$ cat config.mk
export PLATFORM = sky130hd
export DESIGN_NAME = fully_assoc_lru_cache_lookup
export DESIGN_NICKNAME = d
export VERILOG_FILES = /design/src/hw/rtl/fa_lru_pkg.sv /design/src/hw/rtl/fa_lru_cell.sv /design/src/hw/rtl/fully_assoc_lru_cache_lookup.sv
export SDC_FILE = /design/constraint.sdc
export NUM_CORES = 1
export LEC_CHECK = 0
export CAP_MARGIN = 15
export CORE_ASPECT_RATIO = 0.9
export CORE_MARGIN = 4
export CORE_UTILIZATION = 67
export CTS_BUF_LIST = sky130_fd_sc_hd__clkbuf_2
export DETAILED_ROUTE_END_ITERATION = 10
export DONT_BUFFER_PORTS = 1
export PLACE_DENSITY = 0.83
export SYNTH_ARGS = -nofsm -noshare
export SYNTH_HDL_FRONTEND = slang
export SYNTH_SLANG_ARGS = --single-unit
$ cat constraint.sdc
create_clock -name aclk -period 9.01 [get_ports aclk]
set_input_delay 0.901 -clock aclk [delete_from_list [all_inputs] [get_ports aclk]]
set_output_delay 0.901 -clock aclk [all_outputs]
set_load 0.05 [all_outputs]
$ cat src/hw/rtl/fa_lru_pkg.sv
// ----------------------------------------------------------------------------
// fa_lru_pkg
// Shared types and fixed field widths for the fully associative LRU lookup.
// ----------------------------------------------------------------------------
package fa_lru_pkg;

    localparam int ADDR_W    = 32;
    localparam int LINE_W    = 3;
    localparam int TAG_OUT_W = 27;
    localparam int CNT_W     = 32;
    localparam int S_TDATA_W = 32;
    localparam int M_TDATA_W = 96;

    typedef enum logic [1:0] {
        ST_IDLE,
        ST_SCAN,
        ST_WRITE
    } ctrl_state_t;

    // search record flags carried cell to cell with a probe
    typedef struct packed {
        logic valid;
        logic hit;
        logic free;
        logic min_set;
    } scan_flags_t;

    // line update broadcast to all cells
    typedef struct packed {
        logic en;
        logic fill;
    } upd_ctrl_t;

endpackage

$ cat src/hw/rtl/fa_lru_cell.sv
// ----------------------------------------------------------------------------
// fa_lru_cell
// One cache line: valid mark, tag and recency rank. Merges the line into the
// passing search record and applies the broadcast recency and fill update.
// ----------------------------------------------------------------------------
module fa_lru_cell #(
    parameter int LINES    = 8,
    parameter int TAG_BITS = 27,
    parameter int IDX      = 0,
    localparam int LW      = $clog2(LINES)
) (
    input  logic                    aclk,
    input  logic                    aresetn,
    input  fa_lru_pkg::scan_flags_t in_flags,
    input  logic [TAG_BITS-1:0]     in_tag,
    input  logic [LW-1:0]           in_pick_line,
    input  logic [LW-1:0]           in_pick_rank,
    input  logic [LW-1:0]           in_min_line,
    input  logic [LW-1:0]           in_min_rank,
    input  logic [TAG_BITS-1:0]     in_min_tag,
    output fa_lru_pkg::scan_flags_t out_flags,
    output logic [TAG_BITS-1:0]     out_tag,
    output logic [LW-1:0]           out_pick_line,
    output logic [LW-1:0]           out_pick_rank,
    output logic [LW-1:0]           out_min_line,
    output logic [LW-1:0]           out_min_rank,
    output logic [TAG_BITS-1:0]     out_min_tag,
    input  fa_lru_pkg::upd_ctrl_t   upd,
    input  logic [LW-1:0]           upd_line,
    input  logic [LW-1:0]           upd_rank,
    input  logic [TAG_BITS-1:0]     upd_tag
);
    import fa_lru_pkg::*;

    localparam logic [LW-1:0] MY_LINE  = LW'(IDX);
    localparam logic [LW-1:0] TOP_RANK = LW'(LINES - 1);

    logic                valid_reg, valid_next;
    logic [TAG_BITS-1:0] tag_reg, tag_next;
    logic [LW-1:0]       rank_reg, rank_next;

    scan_flags_t         flags_reg, flags_next;
    logic [TAG_BITS-1:0] ptag_reg;
    logic [LW-1:0]       pick_line_reg, pick_line_next;
    logic [LW-1:0]       pick_rank_reg, pick_rank_next;
    logic [LW-1:0]       min_line_reg, min_line_next;
    logic [LW-1:0]       min_rank_reg, min_rank_next;
    logic [TAG_BITS-1:0] min_tag_reg, min_tag_next;

    always_comb begin
        flags_next     = in_flags;
        pick_line_next = in_pick_line;
        pick_rank_next = in_pick_rank;
        min_line_next  = in_min_line;
        min_rank_next  = in_min_rank;
        min_tag_next   = in_min_tag;
        if (!in_flags.hit && valid_reg && (tag_reg == in_tag)) begin
            flags_next.hit = 1'b1;
            pick_line_next = MY_LINE;
            pick_rank_next = rank_reg;
        end else if (!in_flags.hit && !in_flags.free && !valid_reg) begin
            flags_next.free = 1'b1;
            pick_line_next  = MY_LINE;
            pick_rank_next  = rank_reg;
        end
        if (!in_flags.min_set || (rank_reg < in_min_rank)) begin
            flags_next.min_set = 1'b1;
            min_line_next      = MY_LINE;
            min_rank_next      = rank_reg;
            min_tag_next       = tag_reg;
        end
    end

    always_comb begin
        valid_next = valid_reg;
        tag_next   = tag_reg;
        rank_next  = rank_reg;
        if (upd.en) begin
            if (upd_line == MY_LINE) begin
                rank_next = TOP_RANK;
                if (upd.fill) begin
                    valid_next = 1'b1;
                    tag_next   = upd_tag;
                end
            end else if (rank_reg > upd_rank) begin
                rank_next = rank_reg - LW'(1);
            end
        end
    end

    always_ff @(posedge aclk) begin
        if (!aresetn) begin
            valid_reg <= 1'b0;
            tag_reg   <= '0;
            rank_reg  <= MY_LINE;
            flags_reg <= '0;
        end else begin
            valid_reg <= valid_next;
            tag_reg   <= tag_next;
            rank_reg  <= rank_next;
            if (in_flags.valid) begin
                flags_reg <= flags_next;
            end else begin
                flags_reg.valid <= 1'b0;
            end
        end
    end

    // hold the record once the probe has passed
    always_ff @(posedge aclk) begin
        if (in_flags.valid) begin
            ptag_reg      <= in_tag;
            pick_line_reg <= pick_line_next;
            pick_rank_reg <= pick_rank_next;
            min_line_reg  <= min_line_next;
            min_rank_reg  <= min_rank_next;
            min_tag_reg   <= min_tag_next;
        end
    end

    assign out_flags     = flags_reg;
    assign out_tag       = ptag_reg;
    assign out_pick_line = pick_line_reg;
    assign out_pick_rank = pick_rank_reg;
    assign out_min_line  = min_line_reg;
    assign out_min_rank  = min_rank_reg;
    assign out_min_tag   = min_tag_reg;

endmodule

$ cat src/hw/rtl/fully_assoc_lru_cache_lookup.sv
// ----------------------------------------------------------------------------
// fully_assoc_lru_cache_lookup
// Fully associative tag lookup with true LRU replacement over a row of cells.
// An accepted address walks the row of cells, one register per line; the write
// state then applies the rank/fill update and registers the result word, waiting
// while the output holds an unaccepted word. A new address is taken only in idle.
// Reset: all lines invalid, rank of each line equals its number, counts zero.
// ----------------------------------------------------------------------------
module fully_assoc_lru_cache_lookup #(
    parameter int LINES       = 8,
    parameter int OFFSET_BITS = 5,
    parameter int ADDR_BITS   = 32
) (
    input  logic                              aclk,
    input  logic                              aresetn,
    // address
    input  logic [fa_lru_pkg::S_TDATA_W-1:0]  s_tdata,
    input  logic                              s_tvalid,
    output logic                              s_tready,
    // hit, line_used, evicted, evicted_tag, hit_tally, access_tally
    output logic [fa_lru_pkg::M_TDATA_W-1:0]  m_tdata,
    output logic                              m_tvalid,
    input  logic                              m_tready
);
    import fa_lru_pkg::*;

    localparam int LW       = $clog2(LINES);
    localparam int TAG_BITS = ADDR_BITS - OFFSET_BITS;

    ctrl_state_t state_reg, state_next;

    logic [ADDR_BITS+ADDR_W-1:0] addr_ext;
    logic [ADDR_BITS-1:0]        addr_use;
    logic [TAG_BITS-1:0]         probe_tag;

    scan_flags_t         c_flags     [0:LINES];
    logic [TAG_BITS-1:0] c_tag       [0:LINES];
    logic [LW-1:0]       c_pick_line [0:LINES];
    logic [LW-1:0]       c_pick_rank [0:LINES];
    logic [LW-1:0]       c_min_line  [0:LINES];
    logic [LW-1:0]       c_min_rank  [0:LINES];
    logic [TAG_BITS-1:0] c_min_tag   [0:LINES];

    upd_ctrl_t           upd;
    logic [LW-1:0]       upd_line;
    logic [LW-1:0]       upd_rank;
    logic                out_free;
    logic                take;
    logic                res_hit;
    logic                res_evicted;
    logic [TAG_BITS-1:0] res_tag;
    logic [LW+LINE_W-1:0]        line_ext;
    logic [TAG_BITS+TAG_OUT_W-1:0] tag_ext;

    logic                 m_tvalid_reg, m_tvalid_next;
    logic [M_TDATA_W-1:0] m_tdata_reg;
    logic [CNT_W-1:0]     hit_cnt_reg, hit_cnt_next;
    logic [CNT_W-1:0]     acc_cnt_reg, acc_cnt_next;

    assign addr_ext  = {{ADDR_BITS{1'b0}}, s_tdata};
    assign addr_use  = addr_ext[ADDR_BITS-1:0];
    assign probe_tag = addr_use[ADDR_BITS-1:OFFSET_BITS];

    assign take = s_tvalid && s_tready;

    assign c_flags[0]     = scan_flags_t'{valid: take, hit: 1'b0, free: 1'b0, min_set: 1'b0};
    assign c_tag[0]       = probe_tag;
    assign c_pick_line[0] = '0;
    assign c_pick_rank[0] = '0;
    assign c_min_line[0]  = '0;
    assign c_min_rank[0]  = '0;
    assign c_min_tag[0]   = '0;

    for (genvar i = 0; i < LINES; i++) begin : g_cell
        fa_lru_cell #(
            .LINES    (LINES),
            .TAG_BITS (TAG_BITS),
            .IDX      (i)
        ) u_cell (
            .aclk          (aclk),
            .aresetn       (aresetn),
            .in_flags      (c_flags[i]),
            .in_tag        (c_tag[i]),
            .in_pick_line  (c_pick_line[i]),
            .in_pick_rank  (c_pick_rank[i]),
            .in_min_line   (c_min_line[i]),
            .in_min_rank   (c_min_rank[i]),
            .in_min_tag    (c_min_tag[i]),
            .out_flags     (c_flags[i+1]),
            .out_tag       (c_tag[i+1]),
            .out_pick_line (c_pick_line[i+1]),
            .out_pick_rank (c_pick_rank[i+1]),
            .out_min_line  (c_min_line[i+1]),
            .out_min_rank  (c_min_rank[i+1]),
            .out_min_tag   (c_min_tag[i+1]),
            .upd           (upd),
            .upd_line      (upd_line),
            .upd_rank      (upd_rank),
            .upd_tag       (c_tag[LINES])
        );
    end

    assign out_free = !m_tvalid_reg || m_tready;

    always_comb begin
        state_next = state_reg;
        unique case (state_reg)
            ST_IDLE:  if (s_tvalid) state_next = ST_SCAN;
            ST_SCAN:  if (c_flags[LINES].valid) state_next = ST_WRITE;
            ST_WRITE: if (out_free) state_next = ST_IDLE;
            default:  state_next = ST_IDLE;
        endcase
    end

    always_comb begin
        s_tready = 1'b0;
        upd      = '0;
        unique case (state_reg)
            ST_IDLE:  s_tready = 1'b1;
            ST_SCAN:  s_tready = 1'b0;
            ST_WRITE: upd.en   = out_free;
            default:  s_tready = 1'b0;
        endcase
        upd.fill = !c_flags[LINES].hit;
    end

    always_comb begin
        res_hit     = c_flags[LINES].hit;
        res_evicted = !c_flags[LINES].hit && !c_flags[LINES].free;
        if (res_evicted) begin
            upd_line = c_min_line[LINES];
            upd_rank = c_min_rank[LINES];
            res_tag  = c_min_tag[LINES];
        end else begin
            upd_line = c_pick_line[LINES];
            upd_rank = c_pick_rank[LINES];
            res_tag  = '0;
        end
        line_ext = {{LINE_W{1'b0}}, upd_line};
        tag_ext  = {{TAG_OUT_W{1'b0}}, res_tag};
    end

    always_comb begin
        m_tvalid_next = m_tvalid_reg && !m_tready;
        hit_cnt_next  = hit_cnt_reg;
        acc_cnt_next  = acc_cnt_reg;
        if (upd.en) begin
            m_tvalid_next = 1'b1;
            acc_cnt_next  = acc_cnt_reg + CNT_W'(1);
            hit_cnt_next  = hit_cnt_reg + CNT_W'(res_hit);
        end
    end

    always_ff @(posedge aclk) begin
        if (!aresetn) begin
            state_reg    <= ST_IDLE;
            m_tvalid_reg <= 1'b0;
            hit_cnt_reg  <= '0;
            acc_cnt_reg  <= '0;
        end else begin
            state_reg    <= state_next;
            m_tvalid_reg <= m_tvalid_next;
            hit_cnt_reg  <= hit_cnt_next;
            acc_cnt_reg  <= acc_cnt_next;
        end
    end

    always_ff @(posedge aclk) begin
        if (upd.en) begin
            m_tdata_reg <= {acc_cnt_next, hit_cnt_next, tag_ext[TAG_OUT_W-1:0],
                            res_evicted, line_ext[LINE_W-1:0], res_hit};
        end
    end

    assign m_tvalid = m_tvalid_reg;
    assign m_tdata  = m_tdata_reg;

endmodule

==> results_dict.tcl, run 1 <==
set metrics [dict create \
    timing_worst_slew_pin_value_ps 1190 \
    timing.final.crit_share_pct 47.4 \
    post_synth_instance_area_um2 38500 \
    critical-path-max-stage-delay_ps 820 \
    clock-root-buffer "sky130_fd_sc_hd__clkbuf_2" \
    timing.critical_path.from "g_cell[7].u_cell.out_flags[2]" \
    swShare_pct 23.3 \
    worst_ep_required_time_ps 10280 \
    setup_tns_ps 0 \
    max-cap-violations 0 \
    setup_violations 0 \
    post_layout_cell_count 4141 \
    grt_antenna_before_repair 1 \
    power.net_switching_w 0.00177 \
    cp.depth 11 \
    post_route_core_utilization_pct 72.9 \
    die_height_um 235 \
    placement.io_buffers 0 \
    grt_max_degree 148 \
    synthCells 3058 \
    slowest_stage "sky130_fd_sc_hd__dfxtp_1" \
    grt_first_pass_wirelength_um 130000 \
    crit-reg2reg-capture "g_cell[4].u_cell.rank_reg[2]" \
    timing_max_transition_violations_final 0 \
    timing.critical_path.buf_inv 2 \
    cts_max_path_buffers 3 \
    cts_repair_resize_count 0 \
    timing_endpoint_of_the_critical_path "g_cell[4].u_cell.rank_reg[2]" \
    routed-via-count 24000 \
    endpoint_kind "flip-flop" \
    reg2reg_setup_slack_ps 4740 \
    dieArea_um2 61300 \
    timing.setup.critical_path_class "reg -> reg" \
    cell_chain_critical_path "or2_1 -> inv_2 -> nand2_1 -> nand2_1 -> ha_1 -> or3b_2 -> o311ai_0 -> or2_2 -> o2111a_1 -> o221ai_1 -> dlygate4sd3_1" \
    drc 0 \
    clkTransAtPathRegs_ps 110 \
    drt_first_iter_violations 2407 \
    avgRoutedWirePerCell_um 20.2 \
    hold_path.class "in -> reg" \
    postSynth.topFlopCell "sky130_fd_sc_hd__edfxtp_1" \
    final_period_demand_of_the_worst_path_ps 4270 \
    clock_tree_from_tritoncts "done" \
    p_leak_nw 14.4 \
    arrival_time_reported_for_the_critical_path_endpoint_ps 5540 \
    postSynthRegisterBits 956 \
    synth_nets 3127 \
    clock_power_share_pct 36.2 \
    netlist-cell-type-count 73 \
    coreArea_um2 56900 \
    antenna_violating_nets_post_route 0 \
    worstSetupStartpointType "flip-flop" \
    post_drt_via_cell_ratio 5.81 \
    source_to_sink_clock_delay_at_the_later_pin_of_the_worst_skew_pair_ps 1390 \
    timing.reg2reg.worst_path_depth 11 \
    areaGrowthSynthToFinish_pct 7.74 \
    comb_power_share_pct 2.0 \
    power.internal_w 0.00582 \
    timing_hold_violations_final 0 \
    reg2reg_from "g_cell[7].u_cell.out_flags[2]" \
    overflow 0 \
    finalNetCount 3254 \
    tritonroute_pass_1_iters 8 \
    floorplan.initialDensity_pct 67.6 \
    drive_above_1_share_pct 19.0 \
    chipWidth_um 261 \
    powerDensity_nw_per_um2 183 \
    min_delay_path_depth 1 \
    yosysWarnings 0 \
    clock_skew_ps 79.8 \
    vias_in_the_first_global_route 24000 \
    timing.max_slew.rel_slack_pct 20.7 \
    timing.critical_path.mode_cell "sky130_fd_sc_hd__nand2_1" \
    cts_htree_levels 4 \
    power_frac_seq_pct 61.8 \
    global_route.usage.total_pct 27.1 \
    cts_sinks 956 \
    async_flop_share_pct 0 \
    synth-edff-count 610 \
    wirelength_um 83700 \
    worst-path-max-fanout 36 \
    grt_setup_unrepaired "false" \
    syn-mean-instance-area_um2 12.6 \
    dp.final_hpwl_um 57200 \
    layout.filler_cells 3691 \
    outcome "complete, no violations" \
    dp.cells 3700 \
    rows 83 \
    finalWeightedCongestion 0.971 \
    fmaxAchievable_mhz 234 \
    number_of_clock_buffers_inserted_by_tritoncts 215 \
    finalHoldWorstSlack_ps 200 \
    design.portCount 134 \
    worst_path_dominant_cell_family "simple AND/OR/NAND/NOR gates" \
    max-vdd-ir-drop_uv 135 \
    synth_seq_area_share_pct 65.6 \
]
-- repair_timing --
item	in CTS	in global routing
endpoints found under the setup margin	0	0
hold buffers	32	0
hold endpoints to repair	258	0
buffers inserted	0	0
-- worst min path at each step --
stage                                   from                             to  slack, ps
2_1_floorplan  g_cell[1].u_cell.out_flags[0]  g_cell[1].u_cell.out_flags[0]        430
3_3_place_gp    g_cell[6].u_cell.out_tag[19]   g_cell[7].u_cell.out_tag[19]        460
3_5_place_dp     g_cell[6].u_cell.out_tag[5]    g_cell[7].u_cell.out_tag[5]        460
4_1_cts                           s_tdata[6]    g_cell[0].u_cell.out_tag[1]          5
5_1_grt                           s_tdata[8]    g_cell[0].u_cell.out_tag[3]         90
6_report                         s_tdata[12]    g_cell[0].u_cell.out_tag[7]        200
-- metrics by stage --
stage | total power [W] | setup WS (ps) | area (um^2)
floorplan | 0.00488 | 4120 | 38500
global placement | 0.00491 | 5200 | 39000
detailed placement | 0.00491 | 4990 | 39000
CTS | 0.00764 | 4850 | 41400
global route | 0.00790 | 4470 | 41500
finish | 0.00759 | 4740 | 41500
-- logic make-up after synthesis --
group | count (synthesis) | share of synthesized area (%)
AND/OR/NAND/NOR | 956 | 11.9
buffers and inverters | 201 | 2.29
flip-flops | 956 | 65.6
AO/OA/AOI/OAI | 390 | 5.71
adder cells (fa/ha/maj) | 33 | 1.07
multiplexers | 247 | 7.14
XOR/XNOR | 275 | 6.26
-- power groups by stage --
stage	Combinational [W]	Clock [W]	Sequential [W]
final	0.000148	0.00275	0.00469
after detailed placement	0.000123	0	0.00479
after floorplan	0.0000870	0	0.00479
after global placement	0.000120	0	0.00479
after global routing	0.000158	0.00304	0.00470
after CTS	0.000146	0.00280	0.00469
-- layout by cell type, fill, tap and decap left out, types with 72 or more instances in the layout --
cell / count
sky130_fd_sc_hd__edfxtp_1: 610
sky130_fd_sc_hd__nand2_1: 503
sky130_fd_sc_hd__dfxtp_1: 339
sky130_fd_sc_hd__clkbuf_2: 332
sky130_fd_sc_hd__a21oi_1: 272
sky130_fd_sc_hd__xnor2_1: 258
sky130_fd_sc_hd__mux2_2: 219
sky130_fd_sc_hd__and2_1: 90
sky130_fd_sc_hd__nor2_1: 75
sky130_fd_sc_hd__nand4_1: 72
-- synthesized netlist by cell type, drive strengths merged, types with 12 or more instances --
cell type | n | area [um^2]
edfxtp | 610 | 18300
nand2 | 503 | 1890
dfxtp | 346 | 6930
a21oi | 272 | 1360
xnor2 | 258 | 2260
mux2 | 219 | 2470
and2 | 90 | 563
clkbuf | 88 | 330
nor2 | 76 | 288
nand4 | 73 | 463
buf | 60 | 352
inv | 51 | 191
nand3 | 42 | 210
o21ai | 41 | 209
nor3 | 36 | 259
ha | 33 | 413
nor4 | 31 | 194
mux2i | 28 | 280
nand2b | 28 | 175
and3 | 20 | 125
xor2 | 17 | 149
or2 | 15 | 93.8
and4 | 13 | 114
a31oi | 12 | 75.1
o21a | 12 | 90.1
-- final cells by class --
cell class / count / area [um^2] / area share [%]
Inverter: 53 / 209 / 0.504
Clock inverter: 75 / 402 / 0.969
Sequential cell: 956 / 25300 / 60.9
Multi-Input combinational cell: 1901 / 12400 / 29.9
Antenna cell: 1 / 2.50 / 0.00603
Clock buffer: 332 / 1660 / 4.01
Timing Repair Buffer: 58 / 593 / 1.43
Tap cell: 765 / 957 / 2.31
-- routing by layer --
layer / wire, um / part of all wire (%) / vias to the layer above / track usage, %
met1: 36000 / 43 / 11500 / 38.2
li1: - / - / 11300 / -
met5: 0 / 0 / - / 0
met4: 2470 / 2.9 / 0 / 10.7
met2: 38500 / 46 / 1085 / 41.6
met3: 6810 / 8.1 / 180 / 6.09
Note: power is estimated with default switching activity, not from simulation.
==> run 2: changes to the inputs <==
--- a/config.mk
+++ b/config.mk
@@ -8,11 +8,11 @@
 export CAP_MARGIN = 15
 export CORE_ASPECT_RATIO = 0.9
 export CORE_MARGIN = 4
-export CORE_UTILIZATION = 67
+export CORE_UTILIZATION = 59
 export CTS_BUF_LIST = sky130_fd_sc_hd__clkbuf_2
 export DETAILED_ROUTE_END_ITERATION = 10
 export DONT_BUFFER_PORTS = 1
-export PLACE_DENSITY = 0.83
+export PLACE_DENSITY = 0.78
 export SYNTH_ARGS = -nofsm -noshare
 export SYNTH_HDL_FRONTEND = slang
 export SYNTH_SLANG_ARGS = --single-unit
==> constraint.sdc (replaced) <==
create_clock -name aclk -period 3.9 [get_ports aclk]
set_input_delay 0.39 -clock aclk [delete_from_list [all_inputs] [get_ports aclk]]
set_output_delay 0.39 -clock aclk [all_outputs]
set_load 0.05 [all_outputs]
==> results_dict.tcl, run 2 (synthesis results as in run 1) <==
set metrics [dict create \
    timing.setup.critical_path_class "reg -> reg" \
    fmaxAchievable_mhz 272 \
    clock-root-buffer "sky130_fd_sc_hd__clkbuf_2" \
    stdcell_area_um2 42200 \
    grt_antenna_before_repair 2 \
    worstSetupStartpointType "flip-flop" \
    drt_first_iter_violations 2347 \
    reg2reg_setup_slack_ps 220 \
    hold_path.class "in -> reg" \
    dp.cells 3812 \
    clock_skew_ps 119 \
    areaGrowthSynthToFinish_pct 9.56 \
    overflow 0 \
    grt_max_degree 141 \
    layout.filler_cells 4723 \
    number_of_clock_buffers_inserted_by_tritoncts 219 \
    outcome "complete, no violations" \
    cts_sinks 956 \
    clkTransAtPathRegs_ps 130 \
    timing_hold_violations_final 0 \
    power_w 0.0177 \
    source_to_sink_clock_delay_at_the_later_pin_of_the_worst_skew_pair_ps 1460 \
    grt_first_pass_wirelength_um 133000 \
    vias_in_the_first_global_route 24100 \
    final_period_demand_of_the_worst_path_ps 3680 \
    tritonroute_pass_1_iters 6 \
    global_route.usage.total_pct 24.4 \
    routed-via-count 24100 \
    rows 88 \
    cts_max_path_buffers 3 \
    dp.final_hpwl_um 58300 \
    worst_ep_required_time_ps 5190 \
    coreArea_um2 64300 \
    post_cts_hold_buffer_count 71 \
    placement.io_buffers 0 \
    die_height_um 250 \
    design.portCount 134 \
    min_delay_path_depth 2 \
    crit-reg2reg-capture "g_cell[0].u_cell.out_flags[2]" \
    endpoint_kind "flip-flop" \
    reg2reg_from "g_cell[0].u_cell.tag_reg[16]" \
    timing_worst_slew_pin_value_ps 1060 \
    timing.final.crit_share_pct 94.4 \
    powerDensity_nw_per_um2 421 \
    holdCritStartpoint "s_tdata[10]" \
    post_route_core_utilization_pct 65.6 \
    clock_tree_from_tritoncts "done" \
    timing.max_slew.rel_slack_pct 28.6 \
    drive_above_1_share_pct 19.7 \
    placed_cell_area_um2 39300 \
    grt_setup_unrepaired "false" \
    drc 0 \
    p_leak_nw 14.7 \
    chipWidth_um 277 \
    setup_violations 0 \
    finalNetCount 3318 \
    max-vdd-ir-drop_uv 351 \
    max-cap-violations 0 \
    floorplan.initialDensity_pct 59.9 \
    finalWeightedCongestion 0.968 \
    arrival_time_reported_for_the_critical_path_endpoint_ps 4980 \
    setup_tns_ps 0 \
    cts_repair_resize_count 0 \
    post_cts_buffers 0 \
    final_cell_mix "sky130_fd_sc_hd__edfxtp_1, sky130_fd_sc_hd__nand2_1, sky130_fd_sc_hd__clkbuf_2" \
    post_layout_cell_count 4305 \
    mostFrequentLayoutCell "sky130_fd_sc_hd__edfxtp_1" \
    timing_max_transition_violations_final 0 \
    wirelength_um 85700 \
    post_drt_via_cell_ratio 5.61 \
    avgRoutedWirePerCell_um 19.9 \
    dieArea_um2 69400 \
    timing.reg2reg.worst_path_depth 8 \
    antenna_violating_nets_post_route 0 \
    min_delay_worst_endpoint "g_cell[0].u_cell.out_tag[5]" \
    worst-path-max-fanout 3 \
    cts_htree_levels 4 \
]
[run 2: changes by cell type in the layout (fill, tap and decap cells not counted), moves of 4 or more]
cell                            change
sky130_fd_sc_hd__buf_4             +23
sky130_fd_sc_hd__clkbuf_2          +10
sky130_fd_sc_hd__clkinv_1           -6
sky130_fd_sc_hd__clkinv_2           +4
sky130_fd_sc_hd__diode_2            +6
sky130_fd_sc_hd__dlygate4sd3_1     +39
sky130_fd_sc_hd__inv_2              -5
[run 2: routing by layer]
metal  wire, um  part of all wire (%)  track usage [%]  up-vias
met4       2680                   3.1             10.2        0
met2      38700                    45             37.4     1040
li1           -                     -                -    11500
met1      37900                    44             34.4    11400
met3       6390                   7.5             4.85      193
met5          0                     0                0        -
[run 2: final cells by class]
| class | instances | area, um^2 | share of cell area (%) |
|---|---|---|---|
| sequential | 956 | 25300 | 59.9 |
| multi-input combinational | 1901 | 12400 | 29.4 |
| clock buffer | 342 | 1710 | 4.06 |
| timing repair buffer | 118 | 1090 | 2.59 |
| tap | 855 | 1070 | 2.54 |
| clock inverter | 73 | 423 | 1.00 |
| inverter | 53 | 209 | 0.496 |
| antenna | 7 | 17.5 | 0.0415 |
[run 2: worst max path at each step]
stage,start,end,depth (start not counted)
5_1_grt,g_cell[7].u_cell.out_flags[1],g_cell[4].u_cell.rank_reg[2],11
2_1_floorplan,m_tvalid,m_tdata[32],6
3_3_place_gp,g_cell[7].u_cell.out_flags[1],g_cell[2].u_cell.rank_reg[1],9
3_5_place_dp,g_cell[7].u_cell.out_flags[1],g_cell[2].u_cell.rank_reg[1],9
6_report,g_cell[0].u_cell.tag_reg[16],g_cell[0].u_cell.out_flags[2],8
4_1_cts,g_cell[0].u_cell.tag_reg[7],g_cell[0].u_cell.out_flags[2],8
[run 2: power breakdown]
group,leakage [nW],switching [W],internal [W]
Combinational,4.77,0.000212,0.000145
Sequential,8.30,0.0000778,0.0108
Clock,1.61,0.00391,0.00262
[run 2: stage by stage]
step	setup WS, ps	hold slack (ps)
final	218	133
after global routing	101	47.2
after CTS	249	2.86
after detailed placement	600	458
after global placement	815	455
after floorplan	967	431
[run 2: worst max-delay path, cell delays in order, from the launching register on]
cell and delay [ps]:
sky130_fd_sc_hd__dfxtp_1 430, sky130_fd_sc_hd__xnor2_1 150, sky130_fd_sc_hd__nand4_1 110, sky130_fd_sc_hd__dlygate4sd3_1 580
sky130_fd_sc_hd__nor4_1 700, sky130_fd_sc_hd__dlygate4sd3_1 710, sky130_fd_sc_hd__nand4_1 100, sky130_fd_sc_hd__dlygate4sd3_1 590
sky130_fd_sc_hd__a21oi_1 140
